`src/mbrtu_pkg.sv`:
```
package mbrtu_pkg;

    typedef enum logic [1:0] {
        MODE_START = 2'd0,
        MODE_BYTE  = 2'd1,
        MODE_TICK  = 2'd2,
        MODE_NONE  = 2'd3
    } t_mode;

    typedef enum logic [1:0] {
        IT_START = 2'd0,
        IT_BAD   = 2'd1,
        IT_BYTE  = 2'd2,
        IT_TICK  = 2'd3
    } t_item_kind;

    typedef struct packed {
        t_item_kind  kind;
        logic [7:0]  fc;
        logic [7:0]  id;
        logic [15:0] addr;
        logic [15:0] val;
        logic [7:0]  rx;
        logic [7:0]  exp_len;
    } t_item;

    typedef struct packed {
        logic [15:0] start_to;
        logic [15:0] byte_to;
        logic [15:0] gap;
        logic [2:0]  max_att;
        logic [5:0]  bitbuf;
    } t_cfg;

    typedef struct packed {
        logic [1:0]  kind;
        logic [7:0]  tx;
        logic [15:0] data;
        logic [2:0]  st;
        logic [7:0]  exc;
        logic        last;
    } t_result;

    localparam logic [1:0] K_TX   = 2'd0;
    localparam logic [1:0] K_DATA = 2'd1;
    localparam logic [1:0] K_STAT = 2'd2;

    localparam logic [2:0] ST_OK      = 3'd0;
    localparam logic [2:0] ST_NOREPLY = 3'd1;
    localparam logic [2:0] ST_PARTIAL = 3'd2;
    localparam logic [2:0] ST_IDFN    = 3'd3;
    localparam logic [2:0] ST_COUNT   = 3'd4;
    localparam logic [2:0] ST_CRC     = 3'd5;
    localparam logic [2:0] ST_EXC     = 3'd6;
    localparam logic [2:0] ST_BAD     = 3'd7;

    localparam logic [7:0] FC_COILS   = 8'h01;
    localparam logic [7:0] FC_INPUTS  = 8'h02;
    localparam logic [7:0] FC_HOLDING = 8'h03;
    localparam logic [7:0] FC_COIL_WR = 8'h05;
    localparam logic [7:0] FC_REG_WR  = 8'h06;

    localparam logic [2:0] CFG_START_TO = 3'd0;
    localparam logic [2:0] CFG_BYTE_TO  = 3'd1;
    localparam logic [2:0] CFG_GAP      = 3'd2;
    localparam logic [2:0] CFG_MAX_ATT  = 3'd3;
    localparam logic [2:0] CFG_BITBUF   = 3'd4;

    localparam logic [15:0] CRC_INIT = 16'hFFFF;
    localparam logic [15:0] CRC_POLY = 16'hA001;

    function automatic logic [15:0] crc_step(input logic [15:0] c, input logic [7:0] b);
        logic [15:0] x;
        x = c ^ {8'h00, b};
        for (int i = 0; i < 8; i++) begin
            x = x[0] ? ((x >> 1) ^ CRC_POLY) : (x >> 1);
        end
        return x;
    endfunction

endpackage

```
`src/mbrtu_ram.sv`:
```
module mbrtu_ram #(
    parameter int WIDTH = 8,
    parameter int DEPTH = 128,
    parameter int AW    = (DEPTH > 1) ? $clog2(DEPTH) : 1
) (
    input  logic             i_clk,
    input  logic             i_we,
    input  logic [AW-1:0]    i_waddr,
    input  logic [WIDTH-1:0] i_wdata,
    input  logic             i_re,
    input  logic [AW-1:0]    i_raddr,
    output logic [WIDTH-1:0] o_rdata
);

    logic [WIDTH-1:0] r_mem [DEPTH];
    logic [WIDTH-1:0] r_rdata;

    always_ff @(posedge i_clk) begin
        if (i_we) begin
            r_mem[i_waddr] <= i_wdata;
        end
        if (i_re) begin
            r_rdata <= r_mem[i_raddr];
        end
    end

    assign o_rdata = r_rdata;

endmodule

```
`src/mbrtu_front.sv`:
```
module mbrtu_front import mbrtu_pkg::*; #(
    parameter int REG_BYTES = 128,
    parameter int BIT_BYTES = 32
) (
    input  logic        i_valid,
    input  logic [1:0]  i_mode,
    input  logic [7:0]  i_function_code,
    input  logic [7:0]  i_slave_id,
    input  logic [15:0] i_address,
    input  logic [15:0] i_value,
    input  logic [7:0]  i_rx_byte,
    input  logic [5:0]  i_bitbuf,
    input  logic        i_q_ready,
    output logic        o_ready,
    output logic        o_push,
    output t_item       o_item
);

    logic [7:0] cnt;
    logic [9:0] exp_reg;
    logic [8:0] bc9;
    logic [5:0] bc;
    logic [9:0] exp_bit;
    logic       bad;
    logic [7:0] exp_len;
    logic       keep;
    t_item_kind kind;

    assign cnt     = i_value[7:0];
    assign exp_reg = 10'd5 + {1'b0, cnt, 1'b0};
    assign bc9     = {1'b0, cnt} + 9'd7;
    assign bc      = bc9[8:3];
    assign exp_bit = 10'd5 + {4'b0, bc};

    // request sizing, done once here so the back end only sees good/bad starts
    always_comb begin
        bad     = 1'b0;
        exp_len = 8'd8;
        case (i_function_code)
            FC_HOLDING: begin
                bad     = (exp_reg > 10'(REG_BYTES)) || (exp_reg > 10'd255);
                exp_len = exp_reg[7:0];
            end
            FC_COILS, FC_INPUTS: begin
                bad     = (cnt == 8'd0) || (bc > i_bitbuf) || (exp_bit > 10'(BIT_BYTES));
                exp_len = exp_bit[7:0];
            end
            FC_COIL_WR, FC_REG_WR: begin
                exp_len = 8'd8;
            end
            default: begin
                bad = 1'b1;
            end
        endcase
    end

    always_comb begin
        keep = 1'b1;
        kind = IT_TICK;
        unique case (t_mode'(i_mode))
            MODE_START: kind = bad ? IT_BAD : IT_START;
            MODE_BYTE:  kind = IT_BYTE;
            MODE_TICK:  kind = IT_TICK;
            MODE_NONE:  keep = 1'b0;
            default:    keep = 1'b0;
        endcase
    end

    assign o_ready = i_q_ready;
    assign o_push  = i_valid && i_q_ready && keep;

    assign o_item.kind    = kind;
    assign o_item.fc      = i_function_code;
    assign o_item.id      = i_slave_id;
    assign o_item.addr    = i_address;
    assign o_item.val     = i_value;
    assign o_item.rx      = i_rx_byte;
    assign o_item.exp_len = exp_len;

endmodule

```
`src/mbrtu_queue.sv`:
```
module mbrtu_queue import mbrtu_pkg::*; (
    input  logic  i_clk,
    input  logic  i_rst_n,
    input  logic  i_push,
    input  t_item i_item,
    input  logic  i_pop,
    output logic  o_ready,
    output logic  o_valid,
    output t_item o_item
);

    localparam int DEPTH = 2;
    localparam int AW    = $clog2(DEPTH);
    localparam int CW    = $clog2(DEPTH + 1);

    t_item         r_mem [DEPTH];
    logic [AW-1:0] r_wp;
    logic [AW-1:0] r_rp;
    logic [CW-1:0] r_cnt;
    logic          do_push;
    logic          do_pop;

    assign o_ready = (r_cnt != CW'(DEPTH));
    assign o_valid = (r_cnt != '0);
    assign o_item  = r_mem[r_rp];
    assign do_push = i_push && o_ready;
    assign do_pop  = i_pop && o_valid;

    always_ff @(posedge i_clk) begin
        if (!i_rst_n) begin
            r_wp  <= '0;
            r_rp  <= '0;
            r_cnt <= '0;
        end else begin
            if (do_push) begin
                r_wp <= r_wp + 1'b1;
            end
            if (do_pop) begin
                r_rp <= r_rp + 1'b1;
            end
            r_cnt <= r_cnt + CW'(do_push) - CW'(do_pop);
        end
    end

    always_ff @(posedge i_clk) begin
        if (do_push) begin
            r_mem[r_wp] <= i_item;
        end
    end

endmodule

```
`src/mbrtu_back.sv`:
```
module mbrtu_back import mbrtu_pkg::*; #(
    parameter int RAM_DEPTH = 128,
    parameter int AW        = 7
) (
    input  logic    i_clk,
    input  logic    i_rst_n,
    input  t_cfg    i_cfg,
    input  logic    i_q_valid,
    input  t_item   i_item,
    output logic    o_pop,
    input  logic    i_out_ready,
    output logic    o_out_valid,
    output t_result o_out
);

    typedef enum logic [7:0] {
        S_IDLE = 8'b0000_0001,
        S_CRC  = 8'b0000_0010,
        S_TX   = 8'b0000_0100,
        S_EVAL = 8'b0000_1000,
        S_RDHI = 8'b0001_0000,
        S_RDLO = 8'b0010_0000,
        S_DAT  = 8'b0100_0000,
        S_STAT = 8'b1000_0000
    } t_state;

    typedef enum logic [3:0] {
        PH_IDLE  = 4'b0001,
        PH_FIRST = 4'b0010,
        PH_RECV  = 4'b0100,
        PH_GAP   = 4'b1000
    } t_phase;

    t_state      r_state, n_state;
    t_phase      r_phase, n_phase;
    logic [7:0]  r_req [8];
    logic [7:0]  n_req [8];
    logic [2:0]  r_cnt, n_cnt;
    logic [15:0] r_acc, n_acc;
    logic [7:0]  r_exp, n_exp;
    logic [7:0]  r_rcv, n_rcv;
    logic [15:0] r_rcrc, n_rcrc;
    logic [15:0] r_timer, n_timer;
    logic [2:0]  r_att, n_att;
    logic [7:0]  r_b0, n_b0, r_b1, n_b1, r_b2, n_b2;
    logic [7:0]  r_clo, n_clo, r_chi, n_chi;
    logic [2:0]  r_st, n_st;
    logic [7:0]  r_exc, n_exc;
    logic [7:0]  r_ptr, n_ptr;
    logic [7:0]  r_left, n_left;
    logic [7:0]  r_hi, n_hi;
    t_result     r_out, n_out;
    logic        r_ov;
    logic        load;
    logic        emit_ok;

    logic          ram_we, ram_re;
    logic [AW-1:0] ram_raddr;
    logic [7:0]    ram_rdata;

    logic [2:0]  lim;
    logic [15:0] t_inc;
    logic [2:0]  att_inc;
    logic [15:0] crc_a;
    logic [7:0]  fc, cnt;
    logic [8:0]  bc9;
    logic [7:0]  bc;
    logic [7:0]  ptr_nx;
    logic        is_hold, is_bits;
    logic [7:0]  b1_nx;
    logic [7:0]  rcv_nx;
    logic        fail, resend;

    assign lim     = (i_cfg.max_att == 3'd0) ? 3'd1 : i_cfg.max_att;
    assign t_inc   = (r_timer == 16'hFFFF) ? r_timer : r_timer + 16'd1;
    assign att_inc = r_att + 3'd1;
    assign crc_a   = crc_step(r_acc, r_req[r_cnt]);
    assign fc      = r_req[1];
    assign cnt     = r_req[5];
    assign bc9     = {1'b0, cnt} + 9'd7;
    assign bc      = {2'b00, bc9[8:3]};
    assign ptr_nx  = r_ptr + 8'd1;
    assign is_hold = (fc == FC_HOLDING);
    assign is_bits = (fc == FC_COILS) || (fc == FC_INPUTS);
    assign emit_ok = !r_ov || i_out_ready;
    assign b1_nx   = (r_rcv == 8'd1) ? i_item.rx : r_b1;
    assign rcv_nx  = (r_rcv < r_exp) ? r_rcv + 8'd1 : r_rcv;

    assign ram_we = o_pop && (i_item.kind == IT_BYTE) &&
                    (r_phase == PH_FIRST || r_phase == PH_RECV) && (r_rcv < r_exp);

    always_comb begin
        n_state = r_state;
        n_phase = r_phase;
        n_req   = r_req;
        n_cnt   = r_cnt;
        n_acc   = r_acc;
        n_exp   = r_exp;
        n_rcv   = r_rcv;
        n_rcrc  = r_rcrc;
        n_timer = r_timer;
        n_att   = r_att;
        n_b0    = r_b0;
        n_b1    = r_b1;
        n_b2    = r_b2;
        n_clo   = r_clo;
        n_chi   = r_chi;
        n_st    = r_st;
        n_exc   = r_exc;
        n_ptr   = r_ptr;
        n_left  = r_left;
        n_hi    = r_hi;
        n_out   = r_out;
        load    = 1'b0;
        o_pop   = 1'b0;
        ram_re  = 1'b0;
        ram_raddr = r_ptr[AW-1:0];
        fail    = 1'b0;
        resend  = 1'b0;

        unique case (r_state)
            S_IDLE: begin
                if (i_q_valid) begin
                    o_pop = 1'b1;
                    case (i_item.kind)
                        IT_START: begin
                            if (r_phase == PH_IDLE) begin
                                n_req[0] = i_item.id;
                                n_req[1] = i_item.fc;
                                n_req[2] = i_item.addr[15:8];
                                n_req[3] = i_item.addr[7:0];
                                n_req[4] = (i_item.fc == FC_COIL_WR || i_item.fc == FC_REG_WR)
                                           ? i_item.val[15:8] : 8'h00;
                                n_req[5] = i_item.val[7:0];
                                n_acc    = CRC_INIT;
                                n_cnt    = 3'd0;
                                n_exp    = i_item.exp_len;
                                n_att    = 3'd0;
                                n_state  = S_CRC;
                            end
                        end
                        IT_BAD: begin
                            if (r_phase == PH_IDLE) begin
                                n_st    = ST_BAD;
                                n_exc   = 8'h00;
                                n_state = S_STAT;
                            end
                        end
                        IT_BYTE: begin
                            if (r_phase == PH_FIRST || r_phase == PH_RECV) begin
                                if (r_rcv < r_exp) begin
                                    if ({1'b0, r_rcv} + 9'd2 < {1'b0, r_exp}) begin
                                        n_rcrc = crc_step(r_rcrc, i_item.rx);
                                    end
                                    if (r_rcv == 8'd0) n_b0 = i_item.rx;
                                    if (r_rcv == 8'd1) n_b1 = i_item.rx;
                                    if (r_rcv == 8'd2) n_b2 = i_item.rx;
                                    if (r_rcv == r_exp - 8'd2) n_clo = i_item.rx;
                                    if (r_rcv == r_exp - 8'd1) n_chi = i_item.rx;
                                end
                                n_rcv   = rcv_nx;
                                n_phase = PH_RECV;
                                n_timer = 16'd0;
                                // exception replies are complete after five bytes
                                if (rcv_nx >= r_exp || (rcv_nx == 8'd5 && b1_nx[7])) begin
                                    n_phase = PH_IDLE;
                                    n_state = S_EVAL;
                                end
                            end
                        end
                        IT_TICK: begin
                            if (r_phase != PH_IDLE) begin
                                n_timer = t_inc;
                                if (r_phase == PH_FIRST) begin
                                    fail = (t_inc >= i_cfg.start_to);
                                end else if (r_phase == PH_RECV) begin
                                    fail = (t_inc >= i_cfg.byte_to);
                                end else begin
                                    resend = (t_inc >= i_cfg.gap);
                                end
                            end
                        end
                        default: begin
                        end
                    endcase
                end
                if (fail) begin
                    n_att = att_inc;
                    if (att_inc >= lim) begin
                        n_st    = (r_rcv != 8'd0) ? ST_PARTIAL : ST_NOREPLY;
                        n_exc   = 8'h00;
                        n_phase = PH_IDLE;
                        n_state = S_STAT;
                    end else if (i_cfg.gap == 16'd0) begin
                        resend = 1'b1;
                    end else begin
                        n_phase = PH_GAP;
                        n_timer = 16'd0;
                    end
                end
                if (resend) begin
                    n_cnt   = 3'd0;
                    n_state = S_TX;
                    n_phase = PH_FIRST;
                    n_timer = 16'd0;
                    n_rcv   = 8'd0;
                    n_rcrc  = CRC_INIT;
                end
            end
            S_CRC: begin
                n_acc = crc_a;
                n_cnt = r_cnt + 3'd1;
                if (r_cnt == 3'd5) begin
                    n_req[6] = crc_a[7:0];
                    n_req[7] = crc_a[15:8];
                    n_cnt    = 3'd0;
                    n_state  = S_TX;
                    n_phase  = PH_FIRST;
                    n_timer  = 16'd0;
                    n_rcv    = 8'd0;
                    n_rcrc   = CRC_INIT;
                end
            end
            S_TX: begin
                if (emit_ok) begin
                    load  = 1'b1;
                    n_out = '{kind: K_TX, tx: r_req[r_cnt], data: 16'h0, st: ST_OK,
                              exc: 8'h00, last: 1'b0};
                    n_cnt = r_cnt + 3'd1;
                    if (r_cnt == 3'd7) begin
                        n_state = S_IDLE;
                    end
                end
            end
            S_EVAL: begin
                n_exc   = 8'h00;
                n_state = S_STAT;
                if (r_b0 != r_req[0] || r_b1 != fc) begin
                    n_st  = r_b1[7] ? ST_EXC : ST_IDFN;
                    n_exc = r_b1[7] ? r_b2 : 8'h00;
                end else if (is_hold && r_b2 != {cnt[6:0], 1'b0}) begin
                    n_st = ST_COUNT;
                end else if (is_bits && r_b2 != bc) begin
                    n_st = ST_COUNT;
                end else if ({r_chi, r_clo} != r_rcrc) begin
                    n_st = ST_CRC;
                end else begin
                    n_st   = ST_OK;
                    n_ptr  = 8'd3;
                    n_left = is_hold ? cnt : (is_bits ? bc : 8'd0);
                    if ((is_hold && cnt != 8'd0) || is_bits) begin
                        n_state = S_RDHI;
                    end
                end
            end
            S_RDHI: begin
                ram_re    = 1'b1;
                ram_raddr = r_ptr[AW-1:0];
                n_state   = is_hold ? S_RDLO : S_DAT;
            end
            S_RDLO: begin
                n_hi      = ram_rdata;
                ram_re    = 1'b1;
                ram_raddr = ptr_nx[AW-1:0];
                n_state   = S_DAT;
            end
            S_DAT: begin
                if (emit_ok) begin
                    load   = 1'b1;
                    n_out  = '{kind: K_DATA, tx: 8'h00,
                               data: is_hold ? {r_hi, ram_rdata} : {8'h00, ram_rdata},
                               st: ST_OK, exc: 8'h00, last: 1'b0};
                    n_ptr  = r_ptr + (is_hold ? 8'd2 : 8'd1);
                    n_left = r_left - 8'd1;
                    n_state = (r_left == 8'd1) ? S_STAT : S_RDHI;
                end
            end
            S_STAT: begin
                if (emit_ok) begin
                    load    = 1'b1;
                    n_out   = '{kind: K_STAT, tx: 8'h00, data: 16'h0, st: r_st,
                                exc: r_exc, last: 1'b1};
                    n_state = S_IDLE;
                end
            end
            default: begin
                n_state = S_IDLE;
            end
        endcase
    end

    always_ff @(posedge i_clk) begin
        if (!i_rst_n) begin
            r_state <= S_IDLE;
            r_phase <= PH_IDLE;
            r_ov    <= 1'b0;
            r_exp   <= 8'd0;
            r_rcv   <= 8'd0;
            r_rcrc  <= CRC_INIT;
            r_timer <= 16'd0;
            r_att   <= 3'd0;
        end else begin
            r_state <= n_state;
            r_phase <= n_phase;
            r_exp   <= n_exp;
            r_rcv   <= n_rcv;
            r_rcrc  <= n_rcrc;
            r_timer <= n_timer;
            r_att   <= n_att;
            if (load) begin
                r_ov <= 1'b1;
            end else if (i_out_ready) begin
                r_ov <= 1'b0;
            end
        end
    end

    always_ff @(posedge i_clk) begin
        r_req  <= n_req;
        r_cnt  <= n_cnt;
        r_acc  <= n_acc;
        r_b0   <= n_b0;
        r_b1   <= n_b1;
        r_b2   <= n_b2;
        r_clo  <= n_clo;
        r_chi  <= n_chi;
        r_st   <= n_st;
        r_exc  <= n_exc;
        r_ptr  <= n_ptr;
        r_left <= n_left;
        r_hi   <= n_hi;
        r_out  <= n_out;
    end

    mbrtu_ram #(
        .WIDTH (8),
        .DEPTH (RAM_DEPTH),
        .AW    (AW)
    ) u_reply_ram (
        .i_clk   (i_clk),
        .i_we    (ram_we),
        .i_waddr (r_rcv[AW-1:0]),
        .i_wdata (i_item.rx),
        .i_re    (ram_re),
        .i_raddr (ram_raddr),
        .o_rdata (ram_rdata)
    );

    assign o_out_valid = r_ov;
    assign o_out       = r_out;

    a_rcv_bound: assert property (@(posedge i_clk) disable iff (!i_rst_n)
        (r_phase != PH_IDLE) |-> (r_rcv <= r_exp))
        else $error("reply count past expected length");

    a_tx_phase: assert property (@(posedge i_clk) disable iff (!i_rst_n)
        (r_state == S_TX) |-> (r_phase == PH_FIRST))
        else $error("request sent outside first-byte wait");

    a_att_bound: assert property (@(posedge i_clk) disable iff (!i_rst_n)
        (r_phase != PH_IDLE) |-> (r_att < lim))
        else $error("exchange active with attempts used up");

endmodule

```
`src/modbus_rtu_master_exchange_unit.sv`:
```
// Modbus RTU master exchange. A start transfer (function 1, 2, 3, 5 or 6) builds
// an 8-byte request with CRC-16 appended low byte first and sends it as eight
// transmit results; reply bytes and 1 ms tick transfers then drive the reply
// collection, start and inter-byte timeouts and retries after a recovery gap.
// The run ends with data words (register reads) or coil/input bytes, then one
// status result with last set. Unsupported functions, zero-count bit reads or
// oversized reads end at once with status 7. Input transfers go through a
// classifier into a 2-entry queue; a sequencer works off one queued item at a
// time. A byte or tick is dequeued and processed in the idle state; a start
// then runs the CRC over the six request bytes (one byte per cycle) and sends
// the eight transmit results, which a resend tick sends again; a complete
// reply passes a check state, then per coil byte a RAM read and an output
// state, per register word two RAM reads and an output state, then status.
// While a result waits in its output register, input still enters the queue
// until it is full. Configuration writes must happen while the block is idle.
module modbus_rtu_master_exchange_unit import mbrtu_pkg::*; #(
    parameter int REG_REPLY_BYTES = 128,
    parameter int BIT_REPLY_BYTES = 32
) (
    input  logic        i_clk,
    input  logic        i_rst_n,
    // input item
    input  logic        i_valid,
    output logic        o_ready,
    input  logic [1:0]  i_mode,
    input  logic [7:0]  i_function_code,
    input  logic [7:0]  i_slave_id,
    input  logic [15:0] i_address,
    input  logic [15:0] i_value,
    input  logic [7:0]  i_rx_byte,
    // result item
    output logic        o_valid,
    input  logic        i_ready,
    output logic [1:0]  o_kind,
    output logic [7:0]  o_tx_byte,
    output logic [15:0] o_data_value,
    output logic [2:0]  o_status,
    output logic [7:0]  o_exception_code,
    output logic        o_last,
    // configuration writes
    input  logic        i_cfg_we,
    input  logic [2:0]  i_cfg_idx,
    input  logic [15:0] i_cfg_data
);

    // reply RAM covers the larger of the two reply limits
    localparam int RAM_DEPTH = (REG_REPLY_BYTES > BIT_REPLY_BYTES) ?
                               REG_REPLY_BYTES : BIT_REPLY_BYTES;
    localparam int RAM_AW    = $clog2(RAM_DEPTH);

    t_cfg    r_cfg;
    t_item   push_item;
    t_item   q_item;
    t_result res;
    logic    push, q_ready, q_valid, pop;

    // config registers, reset to the documented defaults
    always_ff @(posedge i_clk) begin
        if (!i_rst_n) begin
            r_cfg.start_to <= 16'd350;
            r_cfg.byte_to  <= 16'd25;
            r_cfg.gap      <= 16'd12;
            r_cfg.max_att  <= 3'd2;
            r_cfg.bitbuf   <= 6'd32;
        end else if (i_cfg_we) begin
            unique case (i_cfg_idx)
                CFG_START_TO: r_cfg.start_to <= i_cfg_data;
                CFG_BYTE_TO:  r_cfg.byte_to  <= i_cfg_data;
                CFG_GAP:      r_cfg.gap      <= i_cfg_data;
                CFG_MAX_ATT:  r_cfg.max_att  <= i_cfg_data[2:0];
                CFG_BITBUF:   r_cfg.bitbuf   <= i_cfg_data[5:0];
                default: begin
                end
            endcase
        end
    end

    // front: classify and size the transfer
    mbrtu_front #(
        .REG_BYTES (REG_REPLY_BYTES),
        .BIT_BYTES (BIT_REPLY_BYTES)
    ) u_front (
        .i_valid         (i_valid),
        .i_mode          (i_mode),
        .i_function_code (i_function_code),
        .i_slave_id      (i_slave_id),
        .i_address       (i_address),
        .i_value         (i_value),
        .i_rx_byte       (i_rx_byte),
        .i_bitbuf        (r_cfg.bitbuf),
        .i_q_ready       (q_ready),
        .o_ready         (o_ready),
        .o_push          (push),
        .o_item          (push_item)
    );

    // short queue decoupling front and sequencer
    mbrtu_queue u_queue (
        .i_clk   (i_clk),
        .i_rst_n (i_rst_n),
        .i_push  (push),
        .i_item  (push_item),
        .i_pop   (pop),
        .o_ready (q_ready),
        .o_valid (q_valid),
        .o_item  (q_item)
    );

    // back: exchange sequencer, reply RAM and output register
    mbrtu_back #(
        .RAM_DEPTH (RAM_DEPTH),
        .AW        (RAM_AW)
    ) u_back (
        .i_clk       (i_clk),
        .i_rst_n     (i_rst_n),
        .i_cfg       (r_cfg),
        .i_q_valid   (q_valid),
        .i_item      (q_item),
        .o_pop       (pop),
        .i_out_ready (i_ready),
        .o_out_valid (o_valid),
        .o_out       (res)
    );

    assign o_kind           = res.kind;
    assign o_tx_byte        = res.tx;
    assign o_data_value     = res.data;
    assign o_status         = res.st;
    assign o_exception_code = res.exc;
    assign o_last           = res.last;

endmodule

```
`config.mk`:
```
export PLATFORM = sky130hd
export DESIGN_NAME = modbus_rtu_master_exchange_unit
export DESIGN_NICKNAME = d
export VERILOG_FILES = /design/src/mbrtu_pkg.sv /design/src/mbrtu_ram.sv /design/src/mbrtu_front.sv /design/src/mbrtu_queue.sv /design/src/mbrtu_back.sv /design/src/modbus_rtu_master_exchange_unit.sv
export SDC_FILE = /design/constraint.sdc
export NUM_CORES = 2
export LEC_CHECK = 0
export ABC_AREA = 1
export BUFFER_PORTS_ARGS = -buffer_cell sky130_fd_sc_hd__buf_2
export CELL_PAD_IN_SITES_DETAIL_PLACEMENT = 0
export CELL_PAD_IN_SITES_GLOBAL_PLACEMENT = 1
export CORE_MARGIN = 4
export CORE_UTILIZATION = 53
export CTS_BUF_LIST = sky130_fd_sc_hd__clkbuf_2 sky130_fd_sc_hd__clkbuf_4 sky130_fd_sc_hd__clkbuf_8
export DETAILED_ROUTE_END_ITERATION = 16
export PLACE_DENSITY_LB_ADDON = 0.1
export SETUP_SLACK_MARGIN = 0.2
export SLEW_MARGIN = 30
export SYNTH_ARGS = -nofsm -noshare
export SYNTH_HDL_FRONTEND = slang
export SYNTH_HIERARCHICAL = 1
export SYNTH_SLANG_ARGS = --single-unit
```
`constraint.sdc`:
```
create_clock -name i_clk -period 7.13 [get_ports i_clk]
set_input_delay 1.426 -clock i_clk [delete_from_list [all_inputs] [get_ports i_clk]]
set_output_delay 1.426 -clock i_clk [all_outputs]
set_load 0.005 [all_outputs]
```
==> results.json <==
{
  "clock_skew_ns": 0.0489,
  "worstPathRequired_ns": 7.84,
  "cellLeakagePower_nw": 27.0,
  "dr.first_iter.drc_count": 4287,
  "die_w_um": 362,
  "nets": 6400,
  "clkTransAtPathRegs_ns": 0.06,
  "grt_pass1_wl_um": 264000,
  "hold_path.class": "reg -> reg",
  "gp_congestion": 0.882,
  "slew_violations": 0,
  "min_period_ns": 4.72,
  "ctsResizeCount": 0,
  "wl_um": 174000,
  "num_vias": 44853,
  "grt_max_degree": 229,
  "synthArstFlopShare": 0,
  "htree_levels": 4,
  "setup-violations-final": 0,
  "worst_slew_pin_slew_ns": 1.04,
  "crit_path_max_fanout": 138,
  "dp_hpwl_um": 104000,
  "slowest_stage": "buf_4",
  "cts_sinks": 1484,
  "netlist_instances": 6148,
  "wl_per_cell_um": 21.7,
  "start_util": 0.536,
  "overflow": 0,
  "syn2layout_area_growth_pct": 8.97,
  "cts_max_path_buffers": 3,
  "synth_edf_count": 1358,
  "ir_worst_vdd_v": 0.000242,
  "via_per_inst": 5.58,
  "synthDistinctLibCells": 69,
  "cpMostUsedCell": "nand2_1",
  "fin_crit_sh": 0.662,
  "grt_use_total": 0.263,
  "firstDrtPassIters": 5,
  "tns_ns": 0,
  "hold-worst-slack_ns": 0.444,
  "cts_root_buf": "clkbuf_8",
  "clk_latency_ns": 0.96,
  "hold_buffers": 0,
  "timing.max_cap.violations": 0,
  "cts_setup_buffers": 0,
  "ys.flop_type": "edfxtp_1",
  "synth_fp_nets": 6333,
  "syn_area_per_cell_um2": 10.8,
  "drcViolationCount": 0,
  "cts_tree": "done",
  "critical-path-top-delay-family": "buffers and inverters",
  "cts_made_buffers": 238,
  "placementRows": 129,
  "ant_nets": 0,
  "rsz0062_at_grt": "no",
  "path_cells": "nor2_1 -> inv_1 -> nor2_1 -> inv_1 -> nor4_4 -> buf_4 -> nand2_1 -> o21ai_4 -> buf_12 -> buf_16 -> buf_4 -> nand3_1 -> nand3_1 -> nand3_1 -> nand2_1 -> nand2_1 -> nand3_1 -> nand2_1 -> nand2_1 -> nand2_1",
  "first_global_vias": 43007,
  "die_area_um2": 131000,
  "antenna_found_initial": 1,
  "start_kind": "register",
  "critPathMaxStageDelay_ns": 0.73,
  "drive_gt1_frac": 0.114,
  "die_h_um": 362,
  "synth_area_um2": 66500,
  "cellPowerDensity_nw_per_um2": 318,
  "portBuffers": 121,
  "fmax_mhz": 212,
  "layout_common_cells": "nand2_1, edfxtp_1, nand3_1, nor2_1, inv_1",
  "cp.arrival_ns": 5.43,
  "ys_seq_elements": 1484,
  "yosysWarnings": 6,
  "yosysSeqAreaShare": 0.651,
  "ioPinCount": 122,
  "status": "completed",
  "hold_viol_final": 0,
  "path_buf_inv": 6,
  "coreArea_um2": 124000,
  "slew_headroom": 0.306,
  "layout_commonest_cell": "nand2_1",
  "end_kind": "register",
  "worstSetupPathType": "reg -> reg"
}
[sequential cells by signal, summed over array words and instances, names as in the netlist, 16 cells and up, named ones only]
name                      count
u_back/r_timer               16
u_back/u_reply_ram/r_mem   1024
u_back/r_req                 48
u_back/o_out                 37
u_back/r_rcrc                16
u_queue/r_mem               132
u_back/r_acc                 16
r_cfg                        57
[synth_stat cells (15+ instances only)]
library cell  number  area share
clkbuf_1          59      0.0033
nand4_1           32      0.0030
nand2_1         1656       0.093
nand3_1         1087       0.082
mux2_4            40      0.0090
buf_1             21      0.0012
buf_2            135       0.010
buf_4             75      0.0085
inv_1            328       0.019
o21ai_1           26      0.0020
nor3_1            31      0.0023
xnor2_1           48      0.0063
ha_1             102       0.019
mux2_2            26      0.0044
nor2_1           450       0.025
edfxtp_1        1358        0.61
a21oi_1          126      0.0095
buf_6             70       0.012
nand2_2           16      0.0015
o21ai_0           95      0.0071
xor2_1            59      0.0078
inv_2             15     0.00085
dfxtp_1          126       0.038
o211ai_1          32      0.0036
[final timing paths]
kind | startpoint | to | slack, ns | cells past startpoint
worst max-delay path | u_back/r_state[0]$_SDFFE_PN1P_ | u_back/u_reply_ram/o_rdata[1]$_DFFE_PP_ | 2.41 | 20
worst min-delay path | u_back/r_acc[12]$_SDFFCE_PP1P_ | u_back/r_req[12]$_DFFE_PP_ | 0.44 | 0
worst max register to register | u_back/r_state[0]$_SDFFE_PN1P_ | u_back/u_reply_ram/o_rdata[1]$_DFFE_PP_ | 2.41 | 20
worst min register to register | u_back/r_acc[12]$_SDFFCE_PP1P_ | u_back/r_req[12]$_DFFE_PP_ | 0.44 | 0
[cell type report]
type | count | area [um2]
antenna | 2 | 5.00
sequential | 1484 | 43300
inverter | 346 | 1330
tap | 1637 | 2050
multi-input combinational | 3955 | 19800
timing repair buffer | 190 | 1270
clock buffer | 323 | 3960
clock inverter | 106 | 743
fill | 10489 | 51600
[report_power, final]
part	leakage, nW	total, mW	switching (mW)	internal [mW]
sequential	13.2	10.8	0.249	10.6
combinational	11.3	4.96	3.52	1.43
clock	2.51	7.24	3.35	3.89
total	27.0	23.0	7.12	15.9
[metrics by stage]
step	std cells	instance area, um2	setup WS (ns)	total power [mW]	utilization
3_5_place_dp	7611	67700	2.58	15.9	0.546
4_1_cts	8040	72400	2.57	23.2	0.584
2_1_floorplan	6148	66500	2.00	14.3	-
6_report	8043	72500	2.41	23.0	0.584
5_1_grt	8043	72500	1.97	24.2	0.584
3_3_place_gp	7610	67700	2.56	15.9	0.546
[metal layers]
layer	routed length, um	track usage
met1	75900	0.374
met2	82300	0.418
met3	11400	0.0447
met4	4640	0.0844
met5	0	0
[kinds of logic after synthesis]
logic type,synth area share
buffers and inverters,0.0550
AOI/OAI and AO/OA,0.0303
xor gates and xnor gates,0.0167
and+or+nand+nor,0.214
adders and majority gates,0.0195
muxes,0.0134
DFF,0.651
No activity file was read; power rests on OpenSTA's default activity.
